**src/rtl/core/fisr_pkg.sv**
```systemverilog
// ----------------------------------------------------------------------------
// fisr_pkg
// Shared constants and float helpers for the inverse square root pipeline.
// ----------------------------------------------------------------------------
package fisr_pkg;

   localparam logic [31:0] MAGIC_SEED  = 32'h5f375a86;
   localparam logic [31:0] HALF_BITS   = 32'h3f000000;
   localparam logic [31:0] THREEHALVES = 32'h3fc00000;
   localparam logic [31:0] QNAN_BITS   = 32'h7fc00000;
   localparam logic [31:0] INF_BITS    = 32'h7f800000;

   // special-case class of one float operation
   typedef struct packed {
      logic        special;
      logic [31:0] bits;
   } spec_type;

   function automatic logic is_nan(input logic [31:0] b);
      return b[30:0] > INF_BITS[30:0];
   endfunction

   function automatic logic is_inf(input logic [31:0] b);
      return b[30:0] == INF_BITS[30:0];
   endfunction

   function automatic logic is_zero(input logic [31:0] b);
      return b[30:0] == 31'd0;
   endfunction

   // significand with hidden bit; subnormals use biased exponent 1
   function automatic logic [23:0] sig_of(input logic [31:0] b);
      return {(b[30:23] != 8'd0), b[22:0]};
   endfunction

   function automatic logic [9:0] exp_of(input logic [31:0] b);
      return (b[30:23] == 8'd0) ? 10'd1 : {2'b00, b[30:23]};
   endfunction

endpackage

```
**src/rtl/core/fisr_round.sv**
```systemverilog
// ----------------------------------------------------------------------------
// fisr_round
// Normalize and round a positive significand to binary32, nearest-even.
// Value is sig * 2^(exp - 127 - 47): sig has its unit at bit 47 when exp is
// the biased exponent. Bit 0 of sig may be sticky.
// ----------------------------------------------------------------------------
module fisr_round (
   input  logic               sign,
   input  logic signed [11:0] exp,
   input  logic [49:0]        sig,
   output logic [31:0]        bits
);

   localparam logic [30:0] INF_C = fisr_pkg::INF_BITS[30:0];

   logic [5:0]         lz;
   logic [49:0]        norm;
   logic signed [11:0] e;
   logic [11:0]        shr;
   logic [49:0]        den;
   logic               stk;
   logic [24:0]        m;
   logic               rnd;
   logic [31:0]        sum;
   logic               found;

   // leading one search, value scaled so bit 49 is leading
   always_comb begin
      lz    = 6'd0;
      found = 1'b0;
      for (int i = 49; i >= 0; i--) begin
         if (!found && sig[i]) begin
            lz    = 6'(49 - i);
            found = 1'b1;
         end
      end
      norm = sig << lz;
      // unit at bit 47 -> leading at 49 means exponent +2
      e    = exp + 12'sd2 - 12'(signed'({6'd0, lz}));
      if (e >= 12'sd1) shr = 12'd0;
      else shr = 12'(12'sd1 - e);
      if (shr > 12'd40) begin
         den = 50'd0;
         stk = (norm != 50'd0);
      end else begin
         den = norm >> shr[5:0];
         stk = ((norm & ((50'd1 << shr[5:0]) - 50'd1)) != 50'd0);
      end
      // keep 24 bits at [49:26], guard at 25, sticky below
      m   = {1'b0, den[49:26]};
      rnd = den[25] && ((den[24:0] != 25'd0) || stk || den[26]);
      sum = {1'b0, ((e >= 12'sd1) ? e[7:0] - 8'd1 : 8'd0), 23'd0} + 32'(m) + 32'(rnd);
      if (sum[30:0] > INF_C) sum[30:0] = INF_C;
      if (e > 12'sd254) begin
         bits = {sign, INF_C};
      end else begin
         bits = {sign, sum[30:0]};
      end
   end

endmodule

```
**config.mk**
```make
export PLATFORM = sky130hd
export DESIGN_NAME = fisr_round
export DESIGN_NICKNAME = d
export VERILOG_FILES = /design/src/rtl/core/fisr_pkg.sv /design/src/rtl/core/fisr_round.sv
export SDC_FILE = /design/constraint.sdc
export NUM_CORES = 1
export LEC_CHECK = 0
export ABC_AREA = 1
export BUFFER_PORTS_ARGS = -buffer_cell sky130_fd_sc_hd__buf_2
export CORE_UTILIZATION = 45
export DETAILED_ROUTE_END_ITERATION = 12
export GPL_TIMING_DRIVEN = 0
export SYNTH_ARGS = -nofsm -noshare
export SYNTH_HDL_FRONTEND = slang
export SYNTH_SLANG_ARGS = --single-unit
```
**constraint.sdc**
```tcl
create_clock -name vclk -period 19.8
set_input_delay 3.96 -clock vclk [all_inputs]
set_output_delay 3.96 -clock vclk [all_outputs]
set_load 0.005 [all_outputs]
```
# ---- Word level (Yosys, flattened, before mapping)
# Cells that the tools add are included.
dict set report totals {
  register_bits 0
  output_inout_bits 32
  word_cells 223
}
dict set report op_classes {
  n_lt_le_gt_ge 4
  n_shift 3
  add_sub_neg 7
  n_mux 104
  n_bitwise 1
  n_reduce_logical 104
}
# cell n
set op_table {}
lappend op_table {{$mux 6} 48}
lappend op_table {{$reduce_bool 50->1} 2}
lappend op_table {{$mux 31} 2}
lappend op_table {{$mux 1} 51}
lappend op_table {{$and 50x50->50} 1}
lappend op_table {{$logic_and 1x1->1} 50}
lappend op_table {{$mux 50} 1}
lappend op_table {{$shl 1x6->50 const A} 1}
lappend op_table {{$shl 50x6->50} 1}
lappend op_table {{$shr 50x6->50} 1}
lappend op_table {{$sub 50x1->50 const B} 1}
lappend op_table {{$logic_not 1->1} 49}
lappend op_table {{$add 31x1->31} 1}
lappend op_table {{$add 31x24->31} 1}
lappend op_table {{$gt 31x31->1 const B} 1}
lappend op_table {{$reduce_bool 25->1} 1}
lappend op_table {{$add 12x3->12 const B} 1}
lappend op_table {{$ge 12x2->1 const B} 1}
lappend op_table {{$gt 12x6->1 const B} 1}
lappend op_table {{$gt 12x9->1 const B} 1}
lappend op_table {{$mux 12} 1}
lappend op_table {{$sub 12x7->12} 1}
lappend op_table {{$sub 2x12->12 const A} 1}
lappend op_table {{$mux 8} 1}
lappend op_table {{2 further kinds} 3}

# ---- Longest topological paths before layout
dict set report depth {
  depth_word 163
  depth_mapped 95
  ltp_nobuf 92
}

# ---- Least setup slack after synthesis
# Ideal clock, no wire load.
dict set report synth_path {
  path_type {input to output}
  startpoint {in sig[47]}
  endpoint {out bits[10]}
  cell_stages 87
  path_slack_ns 2.182
  arrival_time_ns 13.658
  path_cell_list {nor2_2 nand4_1 nor2_2 nand4_2 nor2_2 nand4_2 nor2_2 nand4_2 nor2_2 nand4_2 nor2_4 nand4_2 nor2_2 nand4_2 nor2_2 nand4_2 nor2_2 nand4_2 (+51 left out) nand2_1 nand2_2 inv_2 ha_1 nand3_2 nor2_2 nand2_4 nor2_4 nand2_1 nand2_1 nand2_1 nand2_1 nand2_1 nor2_2 nand2_2 nor2_8 buf_8 a21oi_2}
}
dict set report synth_between {
  elab_chain_cells 158
}
# element line
set synth_lines {}
lappend synth_lines {{from (decl)} fisr_round.sv:10} ;# input logic [49:0] sig,
lappend synth_lines {{$logic_and 1x1->1} fisr_round.sv:32} ;# if (!found && sig[i]) begin
lappend synth_lines {{$mux 1} fisr_round.sv:32}
lappend synth_lines {{$logic_not 1->1} fisr_round.sv:32}
lappend synth_lines {{$logic_and 1x1->1} fisr_round.sv:32}
lappend synth_lines {{$mux 1} fisr_round.sv:32}
lappend synth_lines {{$logic_not 1->1} fisr_round.sv:32}
lappend synth_lines {{$logic_and 1x1->1} fisr_round.sv:32}
lappend synth_lines {{$mux 1} fisr_round.sv:32}
lappend synth_lines {{(+141 left out)} -}
lappend synth_lines {{$reduce_bool 50->1} fisr_round.sv:47} ;# stk = ((norm & ((50'd1 << shr[5:0]) - 50'd1)) != 50'd0);
lappend synth_lines {{$mux 1} fisr_round.sv:42} ;# if (shr > 12'd40) begin
lappend synth_lines {{$logic_or 1x1->1 (2 in a row)} fisr_round.sv:51} ;# rnd = den[25] && ((den[24:0] != 25'd0) || stk || den[26]);
lappend synth_lines {{$logic_and 1x1->1} fisr_round.sv:51}
lappend synth_lines {{$add 31x1->31} fisr_round.sv:52} ;# sum = {1'b0, ((e >= 12'sd1) ? e[7:0] - 8'd1 : 8'd0), 23'd0} + 32'(m) + 32'(rnd);
lappend synth_lines {{$gt 31x31->1} fisr_round.sv:53} ;# if (sum[30:0] > INF_C) sum[30:0] = INF_C;
lappend synth_lines {{$mux 31} fisr_round.sv:53}
lappend synth_lines {{$mux 31 *} fisr_round.sv:54} ;# if (e > 12'sd254) begin
lappend synth_lines {{to (decl)} fisr_round.sv:11} ;# output logic [31:0] bits
# Mark *: on every way between the ends. The rest lies on a longest branch, timed or not.

# ---- Worst setup path in the final report
dict set report layout_path {
  startpoint {in sig[48]}
  endpoint {out bits[6]}
}
dict set report layout_between {
  elab_chain_cells 161
}
# element line
set layout_lines {}
lappend layout_lines {{$logic_and 1x1->1} fisr_round.sv:32}
lappend layout_lines {{$mux 1} fisr_round.sv:32}
lappend layout_lines {{$logic_not 1->1} fisr_round.sv:32}
lappend layout_lines {{$logic_and 1x1->1} fisr_round.sv:32}
lappend layout_lines {{$mux 1} fisr_round.sv:32}
lappend layout_lines {{$logic_not 1->1} fisr_round.sv:32}
lappend layout_lines {{$logic_and 1x1->1} fisr_round.sv:32}
lappend layout_lines {{$mux 1} fisr_round.sv:32}
lappend layout_lines {{(+144 left out)} -}
lappend layout_lines {{$reduce_bool 50->1} fisr_round.sv:47}
lappend layout_lines {{$mux 1} fisr_round.sv:42}
lappend layout_lines {{$logic_or 1x1->1 (2 in a row)} fisr_round.sv:51}
lappend layout_lines {{$logic_and 1x1->1} fisr_round.sv:51}
lappend layout_lines {{$add 31x1->31} fisr_round.sv:52}
lappend layout_lines {{$gt 31x31->1} fisr_round.sv:53}
lappend layout_lines {{$mux 31} fisr_round.sv:53}
lappend layout_lines {{$mux 31 *} fisr_round.sv:54}
# Marks and branches as above.

==> results.py <==
metrics = {
    "worst_setup_path": {
        "startpoint_type": "input port",
        "crit_arrival_ns": 15.24,
        "critPathMaxStageDelay_ns": 0.35,
        "cp_max_fo": 10,
        "critPathKind": "in -> out",
        "cp_slowest_cell": "ha_1",
        "end_kind": "output pin",
        "required_ns": 15.84,
    },
    "timing": {
        "hold_viol": 0,
        "whs_ns": 8.08,
        "clock.fmax_ghz": 0.0521,
        "setup_viol": 0,
        "finalMaxSlewViolations": 0,
        "worstMarginPinSlew_ns": 0.895,
        "min_period_ns": 19.20,
        "period_share_pct": 97.0,
        "max-slew-margin-rel_pct": 39.9,
    },
    "global_routing": {
        "grt_pass1_wl_mm": 83.8,
        "track_usage_pct": 41.3,
        "grt_pass1_vias": 15147,
        "grt_start_max_net_pins": 19,
        "antenna_found_initial": 1,
        "overflow": 0,
    },
    "floorplanning": {
        "io_pins": 95,
        "start_util_pct": 45.7,
        "core-area_sq_um": 24200,
        "dieWidth_microns": 159,
        "die_y_microns": 159,
        "dieArea_sq_um": 25300,
        "rows": 57,
    },
    "synth": {
        "yosysWarnings": 0,
        "ys_seq_area_share_pct": 0,
        "syn_inst": 2268,
        "synth_area_sq_um": 11100,
        "ys_types": 54,
        "syn_area_per_cell_sq_um": 4.89,
        "synth_fp_nets": 2354,
        "yosys-top-cells-area": "nand3_1 (31%), nand2_1 (22%), nor2_1 (7.1%)",
        "yosysTopAreaCell": "nand3_1",
        "synth_top_cell_area_share_pct": 30.5,
    },
    "route": {
        "drt_iter0_drc": 2695,
        "dr_wl_met3_mm": 6.46,
        "wl_per_cell_microns": 20.1,
        "wl_met1_mm": 22.5,
        "wl_mm": 55.3,
        "dr.pass1.iters": 8,
        "drc": 0,
        "via_per_inst": 6.18,
        "route.met2.wl_mm": 23.7,
        "top_layer": "met5",
        "postRouteAntennaNets": 0,
        "dr_total_vias": 16991,
    },
    "finish": {
        "num-nets-final": 2514,
        "antenna_cells": 0,
        "area_growth_syn_to_layout_pct": 18.3,
        "nClkBuffers": 0,
        "n_sequential_cell": 0,
        "ff_latch_area_sq_um": 0,
        "drive_above_1_share_pct": 18.2,
    },
    "power_and_ir_drop": {
        "power_mw": 0.961,
        "peakVddDrop_mv": 0.0533,
        "p_leak_nw": 6.59,
        "p_per_area_nw_per_um2": 73.3,
    },
    "placement": {
        "port_buffers": 94,
        "gp_congestion": 1.05,
        "hpwlAfterDp_mm": 45.7,
    },
    "clock_tree": {
        "hold_buffers": 0,
    },
    "job": {
        "cap_violations": 0,
    },
    "run_status": {
        "outcome": "finished, final reports clean",
    },
    "hold_path": {
        "whs_path_depth": 2,
        "hp-class": "in -> out",
    },
}
==> final timing paths <==
| path | startpoint | endpoint |
|---|---|---|
| hold / removal | sign | bits[31] |
| setup / recovery | sig[48] | bits[6] |
==> cell families (layout without fill, tap and decap cells) <==
logic type / after synthesis / count (layout) / synth area share (%)
AOI/OAI and AO/OA: 128 / 128 / 7.50
xor gates and xnor gates: 36 / 36 / 2.84
adders and majority gates: 23 / 23 / 2.66
buffers and inverters: 333 / 490 / 12.8
and+or+nand+nor: 1748 / 1749 / 74.2
==> power by group <==
group          internal, mW  leakage [nW]  switching, mW
combinational         0.308          6.59          0.653
sequential                0             0              0
clock                     0             0              0
total                 0.308          6.59          0.653
==> layout make-up <==
| cell class | instances | area (sq um) |
|---|---|---|
| plain buffers | 103 | 589 |
| fillers | 2661 | 11100 |
| inverters | 224 | 878 |
| multi-input cells | 1936 | 10200 |
| well taps | 324 | 405 |
| repair buffers | 163 | 1010 |
==> placed cells by master (no fill, tap or decap), drive strengths merged, types with 5 or more instances in the layout <==
master and count:
nor2 259, nor4 14, xor2 23, nand2 655, inv 218, clkbuf 30
xnor2 13, o211ai 9, nand3 689, buf 236, nor3 41, o2111ai 5
nand3b 5, a21oi 52, ha 22, nand4 75, o21ai 37
==> what timing repair did <==
item                                    CTS  global route
buffers inserted                          6            62
resized for setup                        32           126
cloned                                    0             2
pin swaps                                 4            55
endpoints found under the hold margin     0             0
endpoints found under the setup margin   31            31
==> synth_stat cells (all sizes together), types with 2 or more instances <==
master   number
a2111oi       4
a211oi        4
a21o          2
a21oi        52
a311oi        3
a32o          2
and2          4
and3          2
buf          75
clkbuf       34
clkinv        5
ha           22
inv         219
nand2       654
nand3       689
nand3b        5
nand4        75
nor2        259
nor3         41
nor3b         3
nor4         14
o2111ai       5
o211ai        9
o21ai        37
o22ai         4
xnor2        13
xor2         23
==> layer usage <==
layer | vias up | global-route usage (%)
met1 | 7676 | 56.5
li1 | 7969 | -
met3 | 187 | 5.57
met4 | 2 | 16.6
met2 | 1157 | 65.2
met5 | - | 0
==> stage by stage <==
stage / area, sq um / instances / worst slack, ns / setup TNS [ns] / utilization, %
2_1_floorplan: 11100 / 2268 / 2.18 / 0 / -
4_1_cts: 12100 / 2688 / 0.0270 / 0 / 49.9
6_report: 13100 / 2750 / 0.596 / 0 / 54.1
5_1_grt: 13100 / 2750 / -0.194 / -3.77 / 54.1
3_3_place_gp: 12000 / 2686 / -1.01 / -25.32 / 49.3
3_5_place_dp: 12000 / 2686 / -1.22 / -31.62 / 49.3
==> worst max-delay path: cells and delay by family <==
kind                     cells  cell delay [ns]
adder cells (fa/ha/maj)      3             0.84
AND/OR/NAND/NOR             62             7.51
XOR/XNOR                     1             0.20
buffers and inverters       16             1.81
AO/OA/AOI/OAI                6             0.85
Power figures use the tool's default switching activity.
